### src/hdl/rot_pkg.sv
// Shared types and constants for the recency-ordered entry table.
// Holds the entry record, the operation codes and the result bundle.
// No dependencies.
`default_nettype none

package rot_pkg;

  localparam int SlotsDefault = 16;

  typedef enum logic [2:0] {
    MODE_ADD     = 3'd0,
    MODE_DEL_ID  = 3'd1,
    MODE_DEL_SEL = 3'd2,
    MODE_SELECT  = 3'd3,
    MODE_READ    = 3'd4,
    MODE_FIND    = 3'd5,
    MODE_CLEAR   = 3'd6
  } mode_t;

  typedef struct packed {
    logic [31:0] id;
    logic [31:0] key;
    logic        kind;
    logic [15:0] rep;
    logic [31:0] stamp;
  } entry_t;

  // Result of one request, valid for one cycle at the end of its work.
  typedef struct packed {
    logic        valid;
    logic        status;
    logic        found;
    logic [3:0]  fpos;
    logic        kind;
    logic [31:0] id;
    logic [15:0] rep;
    logic [31:0] stamp;
  } fin_t;

endpackage

`default_nettype wire

### src/hdl/recency_ordered_entry_table.sv
// Top level of the recency-ordered entry table: sequencer, entry memory and
// result register. Uses rot_pkg, rot_entry_mem and rot_ctrl.
`default_nettype none

// A request is taken at a rising edge with start high and busy low; its result
// shows on the result ports for exactly one cycle with done high, and the
// receiver cannot stall it. Entries live in one synchronous memory in list
// order, oldest at position 0, so every scan, delete and merge walks that
// memory through its single read port, one entry per cycle, and the shift
// that closes a gap writes each entry back one position lower. Select, clear
// and requests refused without a scan finish from idle; read passes through a
// read wait; an add that needs no scan or eviction goes straight to writing
// the newest entry; find and delete by id scan from position 0 to the match or
// to the newest entry; a delete or eviction adds the shift; a missed-call add
// scans up to its match, or the whole table, then shifts if it merges or
// evicts, and writes the newest entry. The counts and selected_position show
// the state after the request while done is high.
// No clearing pass follows reset: the table is empty at once.
module recency_ordered_entry_table
  import rot_pkg::*;
#(
  parameter int SLOTS = SlotsDefault
) (
  input  wire logic        clk,
  input  wire logic        rst,
  input  wire logic        start,
  output logic             busy,
  input  wire logic [2:0]  mode,
  input  wire logic [31:0] entry_id,
  input  wire logic [31:0] caller_key,
  input  wire logic        kind,
  input  wire logic [31:0] stamp,
  input  wire logic [3:0]  position,
  output logic             done,
  output logic             status,
  output logic             found,
  output logic [3:0]       found_position,
  output logic [31:0]      read_id,
  output logic [15:0]      repeat_count,
  output logic             read_kind,
  output logic [31:0]      read_stamp,
  output logic [4:0]       used_count,
  output logic [4:0]       missed_count,
  output logic [4:0]       message_count,
  output logic [3:0]       selected_position
);

  localparam int IW = $clog2(SLOTS);
  localparam int CW = $clog2(SLOTS + 1);

  entry_t        rd, wdata;
  logic [IW-1:0] raddr, waddr, sel;
  logic          we;
  fin_t          fin;
  logic [CW-1:0] held, missed, message;

  rot_entry_mem #(.SLOTS(SLOTS)) u_mem (
    .clk   (clk),
    .we    (we),
    .waddr (waddr),
    .wdata (wdata),
    .raddr (raddr),
    .rdata (rd)
  );

  rot_ctrl #(.SLOTS(SLOTS)) u_ctrl (
    .clk        (clk),
    .rst        (rst),
    .start      (start),
    .mode       (mode),
    .entry_id   (entry_id),
    .caller_key (caller_key),
    .kind       (kind),
    .stamp      (stamp),
    .position   (position),
    .busy       (busy),
    .rd         (rd),
    .mem_raddr  (raddr),
    .mem_we     (we),
    .mem_waddr  (waddr),
    .mem_wdata  (wdata),
    .fin        (fin),
    .held       (held),
    .missed     (missed),
    .message    (message),
    .sel        (sel)
  );

  // Hold the result of the finished request for its one cycle on the ports.
  always_ff @(posedge clk) begin
    if (rst) begin
      done <= 1'b0;
    end else begin
      done <= fin.valid;
    end
    if (fin.valid) begin
      status         <= fin.status;
      found          <= fin.found;
      found_position <= fin.fpos;
      read_id        <= fin.id;
      repeat_count   <= fin.rep;
      read_kind      <= fin.kind;
      read_stamp     <= fin.stamp;
    end
  end

  // Report live state; it has settled by the time done is shown.
  assign used_count        = 5'(held);
  assign missed_count      = 5'(missed);
  assign message_count     = 5'(message);
  assign selected_position = 4'(sel);

endmodule

`default_nettype wire

### src/hdl/rot_entry_mem.sv
// Entry memory, indexed by list position (oldest first).
// One write port, one read port, read data registered. Uses rot_pkg.
`default_nettype none

module rot_entry_mem
  import rot_pkg::*;
#(
  parameter int SLOTS = SlotsDefault,
  localparam int IW = $clog2(SLOTS)
) (
  input  wire logic          clk,
  input  wire logic          we,
  input  wire logic [IW-1:0] waddr,
  input  wire entry_t        wdata,
  input  wire logic [IW-1:0] raddr,
  output entry_t             rdata
);

  entry_t mem [SLOTS];

  always_ff @(posedge clk) begin
    if (we) begin
      mem[waddr] <= wdata;
    end
    rdata <= mem[raddr];
  end

endmodule

`default_nettype wire

### src/hdl/rot_ctrl.sv
// Request sequencer: scans, shifts and appends entries in the entry memory
// and keeps the counts and the selection. Uses rot_pkg.
`default_nettype none

module rot_ctrl
  import rot_pkg::*;
#(
  parameter int SLOTS = SlotsDefault,
  localparam int IW = $clog2(SLOTS),
  localparam int CW = $clog2(SLOTS + 1)
) (
  input  wire logic          clk,
  input  wire logic          rst,
  input  wire logic          start,
  input  wire logic [2:0]    mode,
  input  wire logic [31:0]   entry_id,
  input  wire logic [31:0]   caller_key,
  input  wire logic          kind,
  input  wire logic [31:0]   stamp,
  input  wire logic [3:0]    position,
  output logic               busy,
  input  wire entry_t        rd,
  output logic [IW-1:0]      mem_raddr,
  output logic               mem_we,
  output logic [IW-1:0]      mem_waddr,
  output entry_t             mem_wdata,
  output fin_t               fin,
  output logic [CW-1:0]      held,
  output logic [CW-1:0]      missed,
  output logic [CW-1:0]      message,
  output logic [IW-1:0]      sel
);

  typedef enum logic [2:0] {
    S_IDLE, S_SCAN, S_SHIFT, S_TAIL, S_RDWAIT
  } state_t;

  state_t        state, state_next;
  mode_t         req_mode, req_mode_next;
  logic [31:0]   req_id, req_id_next;
  logic [31:0]   req_key, req_key_next;
  logic          req_kind, req_kind_next;
  logic [31:0]   req_stamp, req_stamp_next;
  logic [CW-1:0] held_next, missed_next, message_next;
  logic [IW-1:0] sel_next;
  logic [IW-1:0] ra, ra_next;
  logic          stop, stop_next;
  logic          rv, rv_next;
  logic [IW-1:0] rq, rq_next;
  logic [IW-1:0] p, p_next;
  logic          append, append_next;
  logic          merge, merge_next;
  logic          by_key, by_key_next;
  entry_t        victim, victim_next;

  logic [IW-1:0] last_idx;
  logic          hit, at_end, issue, vkind;
  entry_t        tail_entry;

  assign busy     = (state != S_IDLE);
  assign last_idx = IW'(held - 1'b1);
  assign hit      = rv && (by_key ? (rd.kind && rd.key == req_key) : (rd.id == req_id));
  assign at_end   = rv && (rq == last_idx);
  assign issue    = ((state == S_SCAN) && !stop && !hit) || ((state == S_SHIFT) && !stop);

  always_comb begin
    if (merge) begin
      tail_entry = '{id: victim.id, key: victim.key, kind: victim.kind,
                     rep: victim.rep + 16'd1, stamp: req_stamp};
    end else begin
      tail_entry = '{id: req_id, key: req_key, kind: req_kind,
                     rep: {15'd0, req_kind}, stamp: req_stamp};
    end
  end

  assign mem_raddr = (state == S_IDLE) ? IW'(position) : ra;
  assign mem_we    = ((state == S_SHIFT) && rv && (rq != p)) || (state == S_TAIL);
  assign mem_waddr = (state == S_TAIL) ? IW'(held) : IW'(rq - 1'b1);
  assign mem_wdata = (state == S_TAIL) ? tail_entry : rd;
  assign vkind     = (rq == p) ? rd.kind : victim.kind;

  always_comb begin
    state_next     = state;
    req_mode_next  = req_mode;
    req_id_next    = req_id;
    req_key_next   = req_key;
    req_kind_next  = req_kind;
    req_stamp_next = req_stamp;
    held_next      = held;
    missed_next    = missed;
    message_next   = message;
    sel_next       = sel;
    ra_next        = ra;
    stop_next      = stop;
    rv_next        = issue;
    rq_next        = ra;
    p_next         = p;
    append_next    = append;
    merge_next     = merge;
    by_key_next    = by_key;
    victim_next    = victim;
    fin            = '0;

    // Walk the read address up to the newest entry.
    if (issue) begin
      stop_next = (ra == last_idx);
      ra_next   = (ra == last_idx) ? ra : IW'(ra + 1'b1);
    end

    case (state)
      S_IDLE: begin
        if (start) begin
          req_mode_next  = mode_t'(mode);
          req_id_next    = entry_id;
          req_key_next   = caller_key;
          req_kind_next  = kind;
          req_stamp_next = stamp;
          case (mode_t'(mode))
            MODE_ADD: begin
              if (kind && held != '0) begin
                state_next  = S_SCAN;
                by_key_next = 1'b1;
                ra_next     = '0;
                stop_next   = 1'b0;
              end else if (held == CW'(SLOTS)) begin
                state_next  = S_SHIFT;
                p_next      = '0;
                ra_next     = '0;
                stop_next   = 1'b0;
                append_next = 1'b1;
                merge_next  = 1'b0;
              end else begin
                state_next = S_TAIL;
                merge_next = 1'b0;
              end
            end
            MODE_DEL_ID, MODE_FIND: begin
              if (held != '0) begin
                state_next  = S_SCAN;
                by_key_next = 1'b0;
                ra_next     = '0;
                stop_next   = 1'b0;
              end else begin
                fin.valid  = 1'b1;
                fin.status = 1'b1;
              end
            end
            MODE_DEL_SEL: begin
              if (CW'(sel) < held) begin
                state_next  = S_SHIFT;
                p_next      = sel;
                ra_next     = sel;
                stop_next   = 1'b0;
                append_next = 1'b0;
                if (sel != '0) begin
                  sel_next = IW'(sel - 1'b1);
                end
              end else begin
                fin.valid  = 1'b1;
                fin.status = 1'b1;
              end
            end
            MODE_SELECT: begin
              fin.valid = 1'b1;
              if (32'(position) < 32'(held)) begin
                sel_next = IW'(position);
              end else begin
                fin.status = 1'b1;
              end
            end
            MODE_READ: begin
              if (32'(position) < 32'(held)) begin
                state_next = S_RDWAIT;
              end else begin
                fin.valid  = 1'b1;
                fin.status = 1'b1;
              end
            end
            MODE_CLEAR: begin
              held_next    = '0;
              missed_next  = '0;
              message_next = '0;
              sel_next     = '0;
              fin.valid    = 1'b1;
            end
            default: begin
              fin.valid  = 1'b1;
              fin.status = 1'b1;
            end
          endcase
        end
      end

      S_SCAN: begin
        if (hit) begin
          case (req_mode)
            MODE_ADD: begin
              state_next  = S_SHIFT;
              p_next      = rq;
              ra_next     = rq;
              stop_next   = 1'b0;
              append_next = 1'b1;
              merge_next  = 1'b1;
              if (sel == rq) begin
                sel_next = last_idx;
              end
            end
            MODE_DEL_ID: begin
              state_next  = S_SHIFT;
              p_next      = rq;
              ra_next     = rq;
              stop_next   = 1'b0;
              append_next = 1'b0;
              if (rq == sel && sel != '0) begin
                sel_next = IW'(sel - 1'b1);
              end
            end
            default: begin
              state_next = S_IDLE;
              fin.valid  = 1'b1;
              fin.found  = 1'b1;
              fin.fpos   = 4'(rq);
              fin.kind   = rd.kind;
            end
          endcase
        end else if (at_end) begin
          if (req_mode == MODE_ADD) begin
            merge_next = 1'b0;
            if (held == CW'(SLOTS)) begin
              state_next  = S_SHIFT;
              p_next      = '0;
              ra_next     = '0;
              stop_next   = 1'b0;
              append_next = 1'b1;
            end else begin
              state_next = S_TAIL;
            end
          end else begin
            state_next = S_IDLE;
            fin.valid  = 1'b1;
            fin.status = 1'b1;
          end
        end
      end

      S_SHIFT: begin
        // Capture the removed entry, move every newer one down by one.
        if (rv && rq == p) begin
          victim_next = rd;
        end
        if (at_end) begin
          held_next = CW'(held - 1'b1);
          if (vkind) begin
            if (missed != '0) missed_next = CW'(missed - 1'b1);
          end else begin
            if (message != '0) message_next = CW'(message - 1'b1);
          end
          if (append) begin
            state_next = S_TAIL;
          end else begin
            state_next = S_IDLE;
            fin.valid  = 1'b1;
          end
        end
      end

      S_TAIL: begin
        held_next = CW'(held + 1'b1);
        if (req_kind) begin
          missed_next = CW'(missed + 1'b1);
        end else begin
          message_next = CW'(message + 1'b1);
        end
        state_next = S_IDLE;
        fin.valid  = 1'b1;
      end

      S_RDWAIT: begin
        state_next = S_IDLE;
        fin.valid  = 1'b1;
        fin.id     = rd.id;
        fin.rep    = rd.rep;
        fin.kind   = rd.kind;
        fin.stamp  = rd.stamp;
      end

      default: begin
        state_next = S_IDLE;
      end
    endcase
  end

  always_ff @(posedge clk) begin
    if (rst) begin
      state   <= S_IDLE;
      held    <= '0;
      missed  <= '0;
      message <= '0;
      sel     <= '0;
      rv      <= 1'b0;
      stop    <= 1'b1;
    end else begin
      state   <= state_next;
      held    <= held_next;
      missed  <= missed_next;
      message <= message_next;
      sel     <= sel_next;
      rv      <= rv_next;
      stop    <= stop_next;
    end
    req_mode  <= req_mode_next;
    req_id    <= req_id_next;
    req_key   <= req_key_next;
    req_kind  <= req_kind_next;
    req_stamp <= req_stamp_next;
    ra        <= ra_next;
    rq        <= rq_next;
    p         <= p_next;
    append    <= append_next;
    merge     <= merge_next;
    by_key    <= by_key_next;
    victim    <= victim_next;
  end

  a_held_bound: assert property (@(posedge clk) disable iff (rst)
    held <= CW'(SLOTS))
    else $error("held count exceeds slot count");

  a_count_sum: assert property (@(posedge clk) disable iff (rst)
    ((CW+1)'(missed) + (CW+1)'(message)) == (CW+1)'(held))
    else $error("category counts do not add up to held count");

  a_read_wait: assert property (@(posedge clk) disable iff (rst)
    (state == S_RDWAIT) |-> ($past(state) == S_IDLE))
    else $error("read wait not entered from idle");

  a_fin_idle: assert property (@(posedge clk) disable iff (rst)
    fin.valid |=> (state == S_IDLE))
    else $error("sequencer not idle after result");

endmodule

`default_nettype wire

### config.mk
export PLATFORM = sky130hd
export DESIGN_NAME = recency_ordered_entry_table
export DESIGN_NICKNAME = d
export VERILOG_FILES = /design/src/hdl/rot_pkg.sv /design/src/hdl/recency_ordered_entry_table.sv /design/src/hdl/rot_entry_mem.sv /design/src/hdl/rot_ctrl.sv
export SDC_FILE = /design/constraint.sdc
export NUM_CORES = 2
export LEC_CHECK = 0
export BUFFER_PORTS_ARGS = -buffer_cell sky130_fd_sc_hd__buf_2
export CORE_UTILIZATION = 65
export DETAILED_ROUTE_END_ITERATION = 8
export PLACE_DENSITY = 0.82
export SYNTH_ARGS = -nofsm -noshare
export SYNTH_HDL_FRONTEND = slang
export SYNTH_SLANG_ARGS = --single-unit
export TNS_END_PERCENT = 20
### constraint.sdc
create_clock -name clk -period 15.4 [get_ports clk]
set_input_delay 2.31 -clock clk [delete_from_list [all_inputs] [get_ports clk]]
set_output_delay 2.31 -clock clk [all_outputs]
set_load 0.05 [all_outputs]
Word-level counts from Yosys, hierarchy flattened
Memories as Yosys holds them, arrays and structs flattened. A register that Yosys moved wholly into a read port is not among the register bits.
Cells that the tools add are included.

word-level totals
  register bits = 308
  latch bits = 0
  RAM bits = 1808
  bits in read-only memories = 0
  input bits = 107
  output and inout port bits = 108
  word-level logic and storage cells = 260
  memories = 1

memory list
  name       words  bits a word  rd ports  clocked after Yosys merged registers in  write ports  line                 text
  u_mem.mem  16     113          1         1                                        1            rot_entry_mem.sv:19  entry_t mem [SLOTS];

operators by class
  add/subtract/negate cells = 10
  multiply operators = 0
  div/mod/pow operators = 0
  magnitude comparators = 2
  eq/ne operators = 51
  shifts and indexed selects = 0
  mux-type cells = 121
  bitwise operators = 2
  reductions and logical operators = 43

operators by type and width
  kind                   number
  $mux 113               2
  $mux 4                 28
  $eq 32x32->1           2
  $mux 5                 11
  $pmux 5 s3             3
  $pmux 4 s2             5
  $ne 3x3->1 const B     13
  $mux 1                 38
  $reduce_and 7->1       4
  $mux 3                 9
  $pmux 4 s3             2
  $eq 4x4->1             5
  $add 16x1->16 const B  1
  $mux 2                 8
  $ne 2x2->1 const B     8
  $pmux 1 s2             8
  $reduce_and 8->1       2
  $add 5x1->5 const B    3
  $reduce_bool 5->1      3
  $sub 5x1->5 const B    3
  $eq 3x2->1 const B     4
  $eq 3x3->1 const B     4
  $ne 2x1->1 const B     6
  $pmux 3 s4             1
  29 further kinds       56

Longest topological paths before layout
  depth after elaboration = 13
  depth in mapped cells = 15
  depth with buffers taken out = 12

By module
From an unflattened synthesis, not the netlist that was laid out.

unflattened totals
  cell total of the unflattened synthesis = 4240
  area, all modules = 85002.8 um^2

by module, submodules not included
  module                       instances  cells an instance  area each (um^2)  seq. area each (um^2)
  rot_entry_mem                1          2890               69783.2           56554.2
  rot_ctrl                     1          1261               12573.3           6286.0
  recency_ordered_entry_table  1          89                 2646.3            2632.5

Worst setup path before layout
Ideal clock, no wire load.

  path type = register to register
  start = register u_ctrl.state[1]
  end = memory u_mem.mem[12][0] in the netlist's numbering (enable)
  library setup time = 0.586 ns
  arrival = 6.441 ns
  data required time = 14.814 ns
  setup slack = 8.373 ns
  stages on the path, launching flop included = 9
  buffers on the path = 3
  clock period less this slack = 7.027 ns
  path through = dfxtp_1 > nor2b_1 > clkbuf_1 > nand2_1 > clkbuf_1 > clkbuf_1 > a21oi_1 > nand2_1 > nor2_1

on the way
  cells in the longest elaborated chain, start to end = 6
  elaborated cells on any way between the ends = 8
  classes of those cells = eq/ne: 2; mux: 3; reduce/logical: 3

ends and longest elaborated chain
  what                            line                 text
  start: declaration              rot_ctrl.sv:38       state_t state, state_next;
  start signal: assignment        rot_ctrl.sv:303      state <= state_next;
  $eq 3x2->1                      rot_ctrl.sv:77       assign mem_we = ((state == S_SHIFT) && rv && (rq != p)) || (state == S_TAIL);
  $logic_and 1x1->1 (2 in a row)  rot_ctrl.sv:77
  $logic_or 1x1->1                rot_ctrl.sv:77
  $mux 1                          rot_entry_mem.sv:22  if (we) begin
  $mux 1 (implied by the code)    rot_entry_mem.sv:23  mem[waddr] <= wdata;
  end: declaration                rot_entry_mem.sv:19

Several ways; a longest one is shown, not always the timed one.

Worst setup path after layout
  start = register u_ctrl.state[1]
  end = memory u_mem.mem[12][50] in the netlist's numbering (enable)

The elaborated chain is that of the path after synthesis.

==> impl_metrics.toml <==
[run_status]
status = "complete, no violations"

[clocking]
clk_root_buffer_cell = "clkbuf_16"
setup_repair_bufs_after_cts = 0
worst_skew_pair.late_latency_ps = 850
cts_resized = 0
cts-root-to-sink-buffers = 3
clock-sinks = 2229
tritoncts_clock_tree = "built"
cts.clk_slew.worst_paths_ps = 60
holdBufCountCts = 0
cts_buffers = 204
cts_max_level = 4

[setup_path]
cp_data_required_time_ps = 15840
critical_path.endpoint = "u_mem.mem[12][50]$_DFFE_PP_"
timing.critical_path.mode_cell = "buf_4"
worst-endpoint-arrival_ps = 6060
critPathTopFamily = "buffers and inverters"
critPathMaxStageDelay_ps = 820
worstSetupPathDepth = 9
end_kind = "register"
startpoint_to_endpoint_class_of_the_critical_path = "reg2reg"
reg_to_reg_end = "u_mem.mem[12][50]$_DFFE_PP_"
cp-startpoint = "u_ctrl.state[1]$_SDFFE_PP0P_"
worst-r2r-cell-count = 9
critical_path.cell_chain = "nor2b_1 -> buf_4 -> nand2_4 -> inv_2 -> a21boi_0 -> nand2_1 -> nor2_4 -> buf_4 -> buf_4"
timing.reg2reg.setup_slack_ps = 9780
critical_path.slowest_cell = "nor2_4"
path_max_fanout = 60
r2r-start = "u_ctrl.state[1]$_SDFFE_PP0P_"
worstSetupStartpointType = "register"
critical_path_buf_inv_count = 4

[yosys]
synthesis.area_um2 = 86300
postSynth.topFlopCell = "edfxtp_1"
synth.yosys.seq_area_share_pct = 75.8
post_syn_area_per_cell_um2 = 19.3
synth_edf_count = 2083
synth_warnings = 0
yosysTopAreaCell = "edfxtp_1"
post_synth_xor_area_fraction_pct = 1.11
synth.area.top_cells = "edfxtp_1 (72%), mux4_2 (12%), dfxtp_1 (3.4%)"
syn_inst = 4483
async_set_or_reset_flop_fraction_in_the_synthesized_netlist_pct = 0
yosys.area_share.simple_pct = 4.80
synth_compound_area_share_pct = 3.28
synthMuxAreaShare_pct = 12.7
synth.most_common_cell = "edfxtp_1"
synth_common_cells = "edfxtp_1 (2083), nand2_1 (455), mux4_2 (452)"
synth_top_family_by_area = "multiplexers"
arithmetic_cell_share_of_the_synthesized_area_counting_full_adders_half_adders_and_majority_gates_pct = 0.319
synth_top_area_share_pct = 72.5
synthDistinctLibCells = 73
synth_seq_cells = 2229
synthesis.nets = 4610

[pwr]
power.sequential.fraction_pct = 46.5
p_switching_w = 0.00533
power.share.clock_pct = 29.2
power.static_leakage_nw = 32.1
power.share.switching_pct = 30.4
power-per-cell-area_nw_per_um2 = 183
internal_power_w = 0.0122
pwr-share-comb_pct = 24.4
ir_worst_vdd_v = 0.000138

[timing]
transition_time_at_the_pin_with_the_least_slew_margin_ps = 1230
fmaxAchievable_mhz = 178
max_slew_margin_pct = 17.7
finalHoldViolCount = 0
setup-tns-final_ps = 0
rsz0062_at_grt = "false"
report.final.setup_viol = 0
worst_clock_skew_ps = 41.9
setup_slack_ps = 9780
drv_slew = 0
finalCriticalPeriod_ps = 5620
final.period_utilization_pct = 36.5

[grt]
grt_usage_pct = 32.5
global_route_wire_length_before_repair_um = 315000
globalRoute.totalOverflow = 0
largest_net_degree_at_the_start_of_global_routing = 161
number_of_global_route_vias_before_repair = 48058
grt_antenna_before_repair = 2

[route]
wl_met1_um = 73500
dr_wl_met2_um = 108000
drc = 0
post_drt_antenna_nets = 0
firstDrtPassIters = 6
vias = 47542
wire_per_inst_um = 32.4
met3RoutedLength_um = 26500
highest_metal_layer_with_signal_wires = "met5"
postRouteWirelength_um = 218000
route.detailed.vias_per_inst = 7.07
drt_first_iter_violations = 7012

[placed_design]
place.detailed.hpwl_um = 98000
dpl_worst_slack_ps = 9020
number_of_cells_in_the_design_after_placement = 6336
io_buffers = 214
placed_area_um2 = 89400
gp_routability_congestion = 0.942

[final_layout]
finalCoreUtilization_pct = 73.1
flow.area_growth_from_synthesis_pct = 11.4
layout.cells.non_filler = 6723
nets = 4914
finalInstanceArea_um2 = 96200
num_antenna_cells = 0
share_of_final_layout_standard_cells_stronger_than_drive_strength_1_pct = 23.5

[floorplanning]
floorplan.initialDensity_pct = 65.6
floorplan.rows = 133
core-area_um2 = 132000
floorplan.die.width_um = 366
io_pins = 215
floorplan.die_area_um2 = 134000
chipHeight_um = 366

[min_path]
min_path_type = "reg2reg"

[run]
max_cap_violations = 0
[logic make-up after synthesis]
family / Yosys count
AOI/OAI and AO/OA: 432
xor gates and xnor gates: 108
adders and majority gates: 21
buffers and inverters: 280
DFF: 2229
muxes: 528
and+or+nand+nor: 885
[area by class of cell]
cell class                      instances  area (um^2)
Tap cell                             1755         2200
Timing Repair Buffer                  348         2240
Fill cell                            6911        35400
Clock inverter                        119         1120
Clock buffer                          268         5670
Sequential cell                      2229        65500
Multi-Input combinational cell       1974        19400
Inverter                               30          115
[placed cells by master (no fill, tap or decap), types with 71 or more instances in the layout]
master	instances
clkbuf_16	207
buf_4	121
and3_1	90
xor2_1	80
mux4_2	452
a31oi_1	117
a211oi_1	118
nand2_1	453
o21ai_0	88
edfxtp_1	2083
buf_2	214
nor2_1	74
mux2i_1	71
dfxtp_1	145
and2_1	115
[state kept, by name (all words and copies together), names as in the netlist, 3 cells and up]
| register | flops |
|---|---|
| u_ctrl.req_key | 32 |
| u_ctrl.message | 5 |
| found_position | 4 |
| u_ctrl.req_stamp | 32 |
| u_ctrl.req_mode | 3 |
| u_mem.rdata | 113 |
| u_mem.mem | 1808 |
| u_ctrl.rq | 4 |
| u_ctrl.sel | 4 |
| u_ctrl.req_id | 32 |
| u_ctrl.ra | 4 |
| read_stamp | 32 |
| u_ctrl.missed | 5 |
| repeat_count | 16 |
| u_ctrl.victim | 81 |
| u_ctrl.held | 5 |
| u_ctrl.state | 3 |
| read_id | 32 |
| u_ctrl.p | 4 |
[through the flow]
stage	power [W]	hold WS (ps)
final	0.0176	464
after global placement	0.0122	430
after floorplan	0.0112	393
after global routing	0.0180	475
after CTS	0.0175	458
after detailed placement	0.0124	440
[worst min path at each step]
| stage | end | cells past startpoint | startpoint | slack [ps] |
|---|---|---|---|---|
| global route | u_ctrl.rv$_SDFF_PP0_ | 1 | u_ctrl.stop$_SDFF_PP1_ | 480 |
| CTS | u_ctrl.victim[38]$_DFFE_PP_ | 0 | u_mem.rdata[38]$_DFF_P_ | 460 |
| global placement | u_ctrl.victim[36]$_DFFE_PP_ | 0 | u_mem.rdata[36]$_DFF_P_ | 430 |
| finish | u_ctrl.rv$_SDFF_PP0_ | 1 | u_ctrl.stop$_SDFF_PP1_ | 460 |
| floorplan | u_ctrl.rq[2]$_DFF_P_ | 0 | u_ctrl.ra[2]$_DFF_P_ | 390 |
| detailed placement | u_ctrl.victim[38]$_DFFE_PP_ | 0 | u_mem.rdata[38]$_DFF_P_ | 440 |
[worst reg2reg max path, stage by stage (launching register included)]
cell and delay, ps:
dfxtp_1 500, nor2b_1 230, buf_4 200, nand2_4 610
inv_2 750, a21boi_0 460, nand2_1 300, nor2_4 830
buf_4 500, buf_4 800
[power by group through the flow]
stage               clock network, W  registers [W]  logic [W]
detailed placement                 0        0.00826    0.00410
CTS                          0.00513        0.00814    0.00423
floorplan                          0        0.00830    0.00294
global route                 0.00535        0.00817    0.00452
finish                       0.00512        0.00816    0.00428
global placement                   0        0.00825    0.00396
[routing by layer]
metal  track usage [%]  vias up
met5                 0        -
met1              43.1    24078
li1                  -    18588
met3              6.22      670
met4              14.7        2
met2              53.0     4204
(Power assumes the default switching activity.)
